**src/rtl/fixed_field_real_parse_defines.svh**
```systemverilog
// ---------------------------------------------------------------------------
// fixed_field_real_parse assertion macros
// Concurrent assertion wrappers shared by the parser modules.
// ---------------------------------------------------------------------------
`ifndef FIXED_FIELD_REAL_PARSE_DEFINES_SVH
`define FIXED_FIELD_REAL_PARSE_DEFINES_SVH

`ifndef NO_ASSERTIONS
`define FFRP_ASSERT(lbl, clk, rst, prop, msg) \
  lbl: assert property (@(posedge clk) disable iff (rst) (prop)) else $error(msg);
`define FFRP_ASSERT_NORST(lbl, clk, prop, msg) \
  lbl: assert property (@(posedge clk) (prop)) else $error(msg);
`else
`define FFRP_ASSERT(lbl, clk, rst, prop, msg)
`define FFRP_ASSERT_NORST(lbl, clk, prop, msg)
`endif

`endif

```
**src/rtl/ffrp_pkg.sv**
```systemverilog
// ---------------------------------------------------------------------------
// ffrp_pkg
// Shared widths, character codes, item types and the power-of-ten table.
// ---------------------------------------------------------------------------
package ffrp_pkg;

  localparam int FieldWidth = 8;
  localparam int NumCols    = 8;
  localparam int ScanLen    = (FieldWidth < NumCols) ? FieldWidth : NumCols;
  localparam int ColW       = 8;
  localparam int DigW       = 4;
  localparam int SigW       = 27;
  localparam int ExpW       = 21;
  localparam int UsedW      = 4;
  localparam int PosW       = 3;
  localparam int InW        = NumCols * ColW;
  localparam int OutW       = 56;
  localparam int QDepth     = 4;
  localparam int QPtrW      = 2;
  localparam int QCntW      = 3;

  localparam logic [ColW-1:0] ChNl    = 8'h0A;
  localparam logic [ColW-1:0] ChPlus  = 8'h2B;
  localparam logic [ColW-1:0] ChMinus = 8'h2D;
  localparam logic [ColW-1:0] ChDot   = 8'h2E;
  localparam logic [ColW-1:0] ChZero  = 8'h30;
  localparam logic [ColW-1:0] ChNine  = 8'h39;

  typedef struct packed {
    logic [NumCols-1:0][DigW-1:0] digit;
    logic [NumCols-1:0]           sig_mask;
    logic [NumCols-1:0]           exp_mask;
    logic [UsedW-1:0]             frac_cnt;
    logic                         neg;
    logic                         exp_neg;
    logic [UsedW-1:0]             used;
  } item_t;

  typedef struct packed {
    logic                   negative;
    logic [SigW-1:0]        significand;
    logic signed [ExpW-1:0] decimal_exponent;
    logic [UsedW-1:0]       chars_used;
  } result_t;

  function automatic logic [SigW-1:0] pow10(input logic [PosW-1:0] k);
    logic [SigW-1:0] p;
    case (k)
      3'd0:    p = 27'd1;
      3'd1:    p = 27'd10;
      3'd2:    p = 27'd100;
      3'd3:    p = 27'd1000;
      3'd4:    p = 27'd10000;
      3'd5:    p = 27'd100000;
      3'd6:    p = 27'd1000000;
      3'd7:    p = 27'd10000000;
      default: p = 27'd1;
    endcase
    return p;
  endfunction

endpackage

```
**src/rtl/ffrp_front.sv**
```systemverilog
// ---------------------------------------------------------------------------
// ffrp_front
// Classifies the characters of one field and routes each digit.
// ---------------------------------------------------------------------------
module ffrp_front
  import ffrp_pkg::*;
(
  input  logic           clk,
  input  logic           rst,
  input  logic           in_valid,
  output logic           in_ready,
  input  logic [InW-1:0] in_data,
  output logic           out_valid,
  input  logic           out_ready,
  output item_t          out_item
);

  logic  valid;
  item_t item;
  item_t item_next;

  always_comb begin
    logic [ColW-1:0]    c;
    logic [NumCols-1:0] act;
    logic [NumCols-1:0] fracm;
    logic               seen_nl;
    logic               exp_on;
    logic               frac_on;
    logic               is_nl;
    logic               is_dig;
    item_next = '0;
    act       = '0;
    fracm     = '0;
    seen_nl   = 1'b0;
    exp_on    = 1'b0;
    frac_on   = 1'b0;
    item_next.used = UsedW'(ScanLen);
    for (int i = 0; i < NumCols; i++) begin
      c      = in_data[i*ColW +: ColW];
      is_nl  = (i < ScanLen) && (c == ChNl);
      is_dig = c inside {[ChZero:ChNine]};
      act[i] = (i < ScanLen) && !seen_nl && !is_nl;
      if (is_nl && !seen_nl) begin
        item_next.used = UsedW'(i);
      end
      if (is_nl) begin
        seen_nl = 1'b1;
      end
      item_next.digit[i]    = is_dig ? c[DigW-1:0] : '0;
      item_next.sig_mask[i] = act[i] && is_dig && !exp_on;
      item_next.exp_mask[i] = act[i] && is_dig && exp_on;
      fracm[i]              = act[i] && is_dig && !exp_on && frac_on;
      if (act[i] && (c == ChMinus)) begin
        if (i == 0) begin
          item_next.neg = 1'b1;
        end else begin
          item_next.exp_neg = 1'b1;
        end
      end
      if (act[i] && (i != 0) && ((c == ChMinus) || (c == ChPlus))) begin
        exp_on = 1'b1;
      end
      if (act[i] && (c == ChDot)) begin
        frac_on = 1'b1;
      end
    end
    item_next.frac_cnt = UsedW'($countones(fracm));
  end

  assign in_ready  = !valid || out_ready;
  assign out_valid = valid;
  assign out_item  = item;

  always_ff @(posedge clk) begin
    if (rst) begin
      valid <= 1'b0;
    end else if (in_ready) begin
      valid <= in_valid;
    end
  end

  always_ff @(posedge clk) begin
    if (in_ready && in_valid) begin
      item <= item_next;
    end
  end

endmodule

```
**src/rtl/ffrp_queue.sv**
```systemverilog
// ---------------------------------------------------------------------------
// ffrp_queue
// Short request queue between the classifier and the evaluator.
// ---------------------------------------------------------------------------
`include "fixed_field_real_parse_defines.svh"

module ffrp_queue
  import ffrp_pkg::*;
(
  input  logic  clk,
  input  logic  rst,
  input  logic  in_valid,
  output logic  in_ready,
  input  item_t in_item,
  output logic  out_valid,
  input  logic  out_ready,
  output item_t out_item
);

  item_t             mem [QDepth];
  logic [QPtrW-1:0]  wr_ptr;
  logic [QPtrW-1:0]  rd_ptr;
  logic [QCntW-1:0]  count;
  logic              push;
  logic              pop;

  assign in_ready  = (count < QCntW'(QDepth));
  assign out_valid = (count != '0);
  assign out_item  = mem[rd_ptr];
  assign push      = in_valid && in_ready;
  assign pop       = out_valid && out_ready;

  always_ff @(posedge clk) begin
    if (rst) begin
      wr_ptr <= '0;
      rd_ptr <= '0;
      count  <= '0;
    end else begin
      if (push) begin
        wr_ptr <= wr_ptr + 1'b1;
      end
      if (pop) begin
        rd_ptr <= rd_ptr + 1'b1;
      end
      count <= count + QCntW'(push) - QCntW'(pop);
    end
  end

  always_ff @(posedge clk) begin
    if (push) begin
      mem[wr_ptr] <= in_item;
    end
  end

  `FFRP_ASSERT(a_count_max, clk, rst, count <= QCntW'(QDepth), "queue count exceeds depth")
  `FFRP_ASSERT(a_count_track, clk, rst, (push && !pop) |=> (count == $past(count) + 1'b1), "queue count lost a push")

endmodule

```
**src/rtl/ffrp_back.sv**
```systemverilog
// ---------------------------------------------------------------------------
// ffrp_back
// Weights routed digits by place value and sums them into the result.
// ---------------------------------------------------------------------------
`include "fixed_field_real_parse_defines.svh"

module ffrp_back
  import ffrp_pkg::*;
(
  input  logic    clk,
  input  logic    rst,
  input  logic    in_valid,
  output logic    in_ready,
  input  item_t   in_item,
  output logic    out_valid,
  input  logic    out_ready,
  output result_t out_res
);

  logic                          s1_v;
  logic                          s1_ready;
  logic [NumCols-1:0][SigW-1:0]  sig_term;
  logic [NumCols-1:0][SigW-1:0]  exp_term;
  logic [NumCols-1:0][SigW-1:0]  sig_term_next;
  logic [NumCols-1:0][SigW-1:0]  exp_term_next;
  logic                          s1_neg;
  logic                          s1_exp_neg;
  logic [UsedW-1:0]              s1_frac_cnt;
  logic [UsedW-1:0]              s1_used;

  logic                          s2_v;
  logic                          s2_ready;
  result_t                       res;
  result_t                       res_next;

  assign s2_ready = !s2_v || out_ready;
  assign s1_ready = !s1_v || s2_ready;
  assign in_ready = s1_ready;

  always_comb begin
    logic [PosW-1:0] ks;
    logic [PosW-1:0] ke;
    for (int i = 0; i < NumCols; i++) begin
      ks = '0;
      ke = '0;
      for (int j = i + 1; j < NumCols; j++) begin
        ks = ks + PosW'(in_item.sig_mask[j]);
        ke = ke + PosW'(in_item.exp_mask[j]);
      end
      sig_term_next[i] = in_item.sig_mask[i] ?
                         SigW'({{(SigW-DigW){1'b0}}, in_item.digit[i]} * pow10(ks)) : '0;
      exp_term_next[i] = in_item.exp_mask[i] ?
                         SigW'({{(SigW-DigW){1'b0}}, in_item.digit[i]} * pow10(ke)) : '0;
    end
  end

  always_comb begin
    logic [SigW-1:0] sig_sum;
    logic [SigW-1:0] exp_sum;
    logic [ExpW-1:0] e;
    sig_sum = '0;
    exp_sum = '0;
    for (int i = 0; i < NumCols; i++) begin
      sig_sum = sig_sum + sig_term[i];
      exp_sum = exp_sum + exp_term[i];
    end
    e = exp_sum[ExpW-1:0];
    res_next.negative         = s1_neg;
    res_next.significand      = sig_sum;
    res_next.decimal_exponent = (s1_exp_neg ? (~e + 1'b1) : e)
                                - {{(ExpW-UsedW){1'b0}}, s1_frac_cnt};
    res_next.chars_used       = s1_used;
  end

  always_ff @(posedge clk) begin
    if (rst) begin
      s1_v <= 1'b0;
      s2_v <= 1'b0;
    end else begin
      if (s1_ready) begin
        s1_v <= in_valid;
      end
      if (s2_ready) begin
        s2_v <= s1_v;
      end
    end
  end

  always_ff @(posedge clk) begin
    if (s1_ready && in_valid) begin
      sig_term    <= sig_term_next;
      exp_term    <= exp_term_next;
      s1_neg      <= in_item.neg;
      s1_exp_neg  <= in_item.exp_neg;
      s1_frac_cnt <= in_item.frac_cnt;
      s1_used     <= in_item.used;
    end
    if (s2_ready && s1_v) begin
      res <= res_next;
    end
  end

  assign out_valid = s2_v;
  assign out_res   = res;

  `FFRP_ASSERT(a_s1_hold, clk, rst, (s1_v && !s2_ready) |=> s1_v, "stage one dropped a request")
  `FFRP_ASSERT_NORST(a_rst_empty, clk, rst |=> !s2_v, "result valid after reset")

endmodule

```
**src/rtl/fixed_field_real_parse.sv**
```systemverilog
// ---------------------------------------------------------------------------
// fixed_field_real_parse
// Parses one 8-character fixed-width text field into an exact decimal real.
// ---------------------------------------------------------------------------
// One field enters per request and one result leaves per request; a new
// field is taken every clock cycle while the request queue has room. An
// accepted field is registered in the classifier, then passes through the
// request queue and two evaluation stages (place-value weighting, then the
// digit sum and exponent adjust). The four-entry queue lets the classifier
// keep taking fields while the result side is stalled, until it is full.
// Value is (negative ? -1 : 1) * significand * 10^decimal_exponent.
module fixed_field_real_parse
  import ffrp_pkg::*;
(
  input  logic            clk,
  input  logic            rst,
  input  logic            s_axis_tvalid,
  output logic            s_axis_tready,
  input  logic [InW-1:0]  s_axis_tdata,   // col_0 .. col_7, 8 bits each
  output logic            m_axis_tvalid,
  input  logic            m_axis_tready,
  output logic [OutW-1:0] m_axis_tdata    // negative, significand[27],
                                          // decimal_exponent[21], chars_used[4]
);

  logic    f_valid;
  logic    f_ready;
  item_t   f_item;
  logic    q_valid;
  logic    q_ready;
  item_t   q_item;
  result_t res;

  ffrp_front u_front (
    .clk       (clk),
    .rst       (rst),
    .in_valid  (s_axis_tvalid),
    .in_ready  (s_axis_tready),
    .in_data   (s_axis_tdata),
    .out_valid (f_valid),
    .out_ready (f_ready),
    .out_item  (f_item)
  );

  ffrp_queue u_queue (
    .clk       (clk),
    .rst       (rst),
    .in_valid  (f_valid),
    .in_ready  (f_ready),
    .in_item   (f_item),
    .out_valid (q_valid),
    .out_ready (q_ready),
    .out_item  (q_item)
  );

  ffrp_back u_back (
    .clk       (clk),
    .rst       (rst),
    .in_valid  (q_valid),
    .in_ready  (q_ready),
    .in_item   (q_item),
    .out_valid (m_axis_tvalid),
    .out_ready (m_axis_tready),
    .out_res   (res)
  );

  assign m_axis_tdata = {3'b000, res.chars_used, res.decimal_exponent,
                         res.significand, res.negative};

endmodule

```
**config.mk**
```make
export PLATFORM = sky130hd
export DESIGN_NAME = fixed_field_real_parse
export DESIGN_NICKNAME = d
export VERILOG_FILES = /design/src/rtl/ffrp_pkg.sv /design/src/rtl/ffrp_front.sv /design/src/rtl/ffrp_queue.sv /design/src/rtl/ffrp_back.sv /design/src/rtl/fixed_field_real_parse.sv
export VERILOG_INCLUDE_DIRS = /design/src /design/src/rtl
export SDC_FILE = /design/constraint.sdc
export NUM_CORES = 2
export LEC_CHECK = 0
export BUFFER_PORTS_ARGS = -buffer_cell sky130_fd_sc_hd__buf_2
export CORE_MARGIN = 3
export CORE_UTILIZATION = 65
export DETAILED_ROUTE_END_ITERATION = 12
export GPL_TIMING_DRIVEN = 0
export PLACE_DENSITY = 0.82
export SYNTH_ARGS = -nofsm -noshare
export SYNTH_HDL_FRONTEND = slang
export SYNTH_SLANG_ARGS = --single-unit
export TNS_END_PERCENT = 5
```
**constraint.sdc**
```tcl
create_clock -name clk -period 26.6 [get_ports clk]
set_input_delay 5.32 -clock clk [delete_from_list [all_inputs] [get_ports clk]]
set_output_delay 5.32 -clock clk [all_outputs]
set_load 0.01 [all_outputs]
```
==> qor.yml <==
run_status:
  status: "complete, but fails checks"
  violations: "max-capacitance violations, max-slew violations"
timing:
  rsz0062_at_grt: "false"
  slew_violations: 11
  fin_crit_sh_pct: 44.0
  slew_headroom_pct: -5.07
  whs_ns: 0.423
  fmax_ghz: 0.0854
  setup_viol_count_final: 0
  tightest_slew_ns: 1.57
  clock-skew-final_ns: 0.0487
  finalHoldViolations: 0
  fin_crit_ns: 11.71
grt:
  grt_pass1_wl_mm: 206
  grt_max_degree: 57
  track_usage_pct: 32.0
  grt_overflow_total: 0
  grt_pass1_vias: 37909
  antenna_found_initial: 1
clock_tree:
  numCtsBuffers: 69
  postCtsSetupRepairBufs: 0
  clockBufferDepth: 3
  clock-sinks: 607
  clk_latency_ns: 0.65
  cts_root_buffer: "clkbuf_16"
  postCtsHoldBufs: 0
  cts_resized: 0
  clkTransAtPathRegs_ns: 0.06
  htreeDepth: 3
  cts_tree: "built"
floorplan:
  fp-row-count: 102
  dieHeight_um: 289
  io_pins: 126
  fp.dieW_um: 289
  initial_core_util_pct: 66.3
  core_area_mm2: 0.0782
  die_area_mm2: 0.0833
layout:
  final_nets: 6203
  final_common_cell: "inv_1"
  antenna_cells: 0
  syn_to_final_growth_pct: 8.81
  drive_gt1_share_pct: 6.83
  final_cell_mix: "inv_1 (798), edfxtp_1 (595), ha_1 (481)"
  fillers: 5563
hold_path:
  worstHoldPathType: "reg -> reg"
worst_setup_path:
  crit_path_max_incr_delay_ns: 0.73
  crit_slowest_cell: "o21ai_1"
  required_ns: 27.11
  start_kind: "flip-flop"
  path_class: "reg -> reg"
  reg2reg_slack_ns: 14.89
  cp_max_fo: 10
  end_kind: "flip-flop"
  cp.arrival_ns: 12.22
route:
  drtIter0Drc: 3128
  drt-total-wl_mm: 130
  ant_nets: 0
  drc_errors: 0
  wire_per_inst_um: 20.7
  via_count: 37075
  detailedRoute.firstPassIterationCount: 6
  via_per_inst: 5.90
yosys:
  synthCells: 4972
  synthAdderAreaFrac_pct: 29.7
  synth_top_family_by_area: "adder cells"
  synth_cell_types: 87
  synth-seq-area-share_pct: 34.9
  synth_edf_count: 595
  post_synth_and_or_nand_nor_area_fraction_pct: 13.8
  syn-cell-area_mm2: 0.0519
  ys_seq_elements: 607
  yosysWarnings: 0
  synth_area_per_cell_um2: 10.4
  synth_ff_type: "edfxtp_1"
  synthMuxAreaShare_pct: 2.48
  async_reset_ff_share_pct: 0
  synth_compound_area_share_pct: 8.10
  synthXorXnorAreaFrac_pct: 4.42
placed_design:
  place_congestion: 0.980
  io_buffer_count: 122
  hpwl_mm: 102
run:
  cap_viol_max_count: 1
-- cells by family (layout without fill, tap and decap cells) --
family,after synthesis,in the layout
DFF,607,607
muxes,91,91
buffers and inverters,914,1177
other,1,5
xor gates and xnor gates,260,260
AOI/OAI and AO/OA,661,661
adders and majority gates,950,950
and+or+nand+nor,1488,1488
-- per-layer routing --
layer	share of wire [%]	vias to the layer above	GRT usage, %
met5	0	-	0
met4	3.7	0	11.0
met3	8.4	286	5.25
met2	47	1540	52.1
met1	41	18161	44.0
li1	-	17088	-
-- critical path, delay by kind of cell (launching register included) --
| kind | cells | cell delay, ns |
|---|---|---|
| AO/OA/AOI/OAI | 12 | 3.92 |
| adder cells (fa/ha/maj) | 8 | 3.54 |
| buffers and inverters | 10 | 3.11 |
| flip-flops | 1 | 0.36 |
| AND/OR/NAND/NOR | 4 | 0.63 |
-- stage by stage --
| stage | setup WS [ns] | setup TNS, ns | cells | util, % | area (um2) |
|---|---|---|---|---|---|
| after floorplan | 5.73 | 0 | 4976 | - | 51900 |
| after global placement | -0.151 | -0.151 | 6138 | 68.8 | 53800 |
| after detailed placement | 15.08 | 0 | 6153 | 69.2 | 54200 |
| after CTS | 15.01 | 0 | 6278 | 72.2 | 56500 |
| after global routing | 14.23 | 0 | 6279 | 72.2 | 56500 |
| final | 14.89 | 0 | 6279 | 72.2 | 56500 |
-- registers in the layout, summed over array words and instances, names as in the netlist, named ones only --
signal              cells
u_queue.mem           224
u_back.sig_term       162
u_back.exp_term        90
u_front.out_item       56
u_back.out_res         53
u_back.s1_frac_cnt      4
u_back.s1_used          4
u_queue.count           3
u_queue.rd_ptr          2
u_queue.wr_ptr          2
u_back.out_valid        1
u_back.s1_exp_neg       1
u_back.s1_neg           1
u_back.s1_v             1
u_front.out_valid       1
-- cell type report --
cell class                 count  area, um2  area share, %
buffer                       114        459          0.813
tap                         1040       1300           2.30
inverter                     800       3000           5.32
clock inverter                45        528          0.935
clock buffer                  80       1790           3.17
sequential                   607      18100           32.1
multi-input combinational   3455      30400           53.8
timing repair buffer         138        907           1.61
-- cells in the mapped netlist, types with 61 or more instances --
| master | number | area [um2] |
|---|---|---|
| inv_1 | 798 | 3000 |
| edfxtp_1 | 595 | 17900 |
| ha_1 | 481 | 6020 |
| fa_1 | 469 | 9390 |
| nor2_1 | 437 | 1640 |
| nand2_1 | 363 | 1360 |
| a21oi_1 | 200 | 1000 |
| xnor2_1 | 153 | 1340 |
| nand3_1 | 143 | 716 |
| and2_1 | 134 | 838 |
| o21ai_0 | 124 | 621 |
| xor2_1 | 105 | 920 |
| nor3_1 | 99 | 495 |
| a21o_1 | 88 | 661 |
| clkbuf_1 | 86 | 323 |
| nor2b_1 | 71 | 444 |
| nand2b_1 | 68 | 425 |
| and3_1 | 61 | 382 |
-- path summary, 6_finish.rpt --
path,from,to,cells after the start
setup / recovery,flip-flop,u_back.sig_term[25]$_SDFFCE_PN0P_,34
hold / removal,u_back.s1_used[3]$_DFFE_PP_,u_back.out_res[3]$_DFFE_PP_,0
setup reg to reg,flip-flop,u_back.sig_term[25]$_SDFFCE_PN0P_,34
hold reg to reg,u_back.s1_used[3]$_DFFE_PP_,u_back.out_res[3]$_DFFE_PP_,0
Power is left out: the tool's default activity adds up to more than one toggle a clock period on the data nets, which glitch-free logic cannot reach.
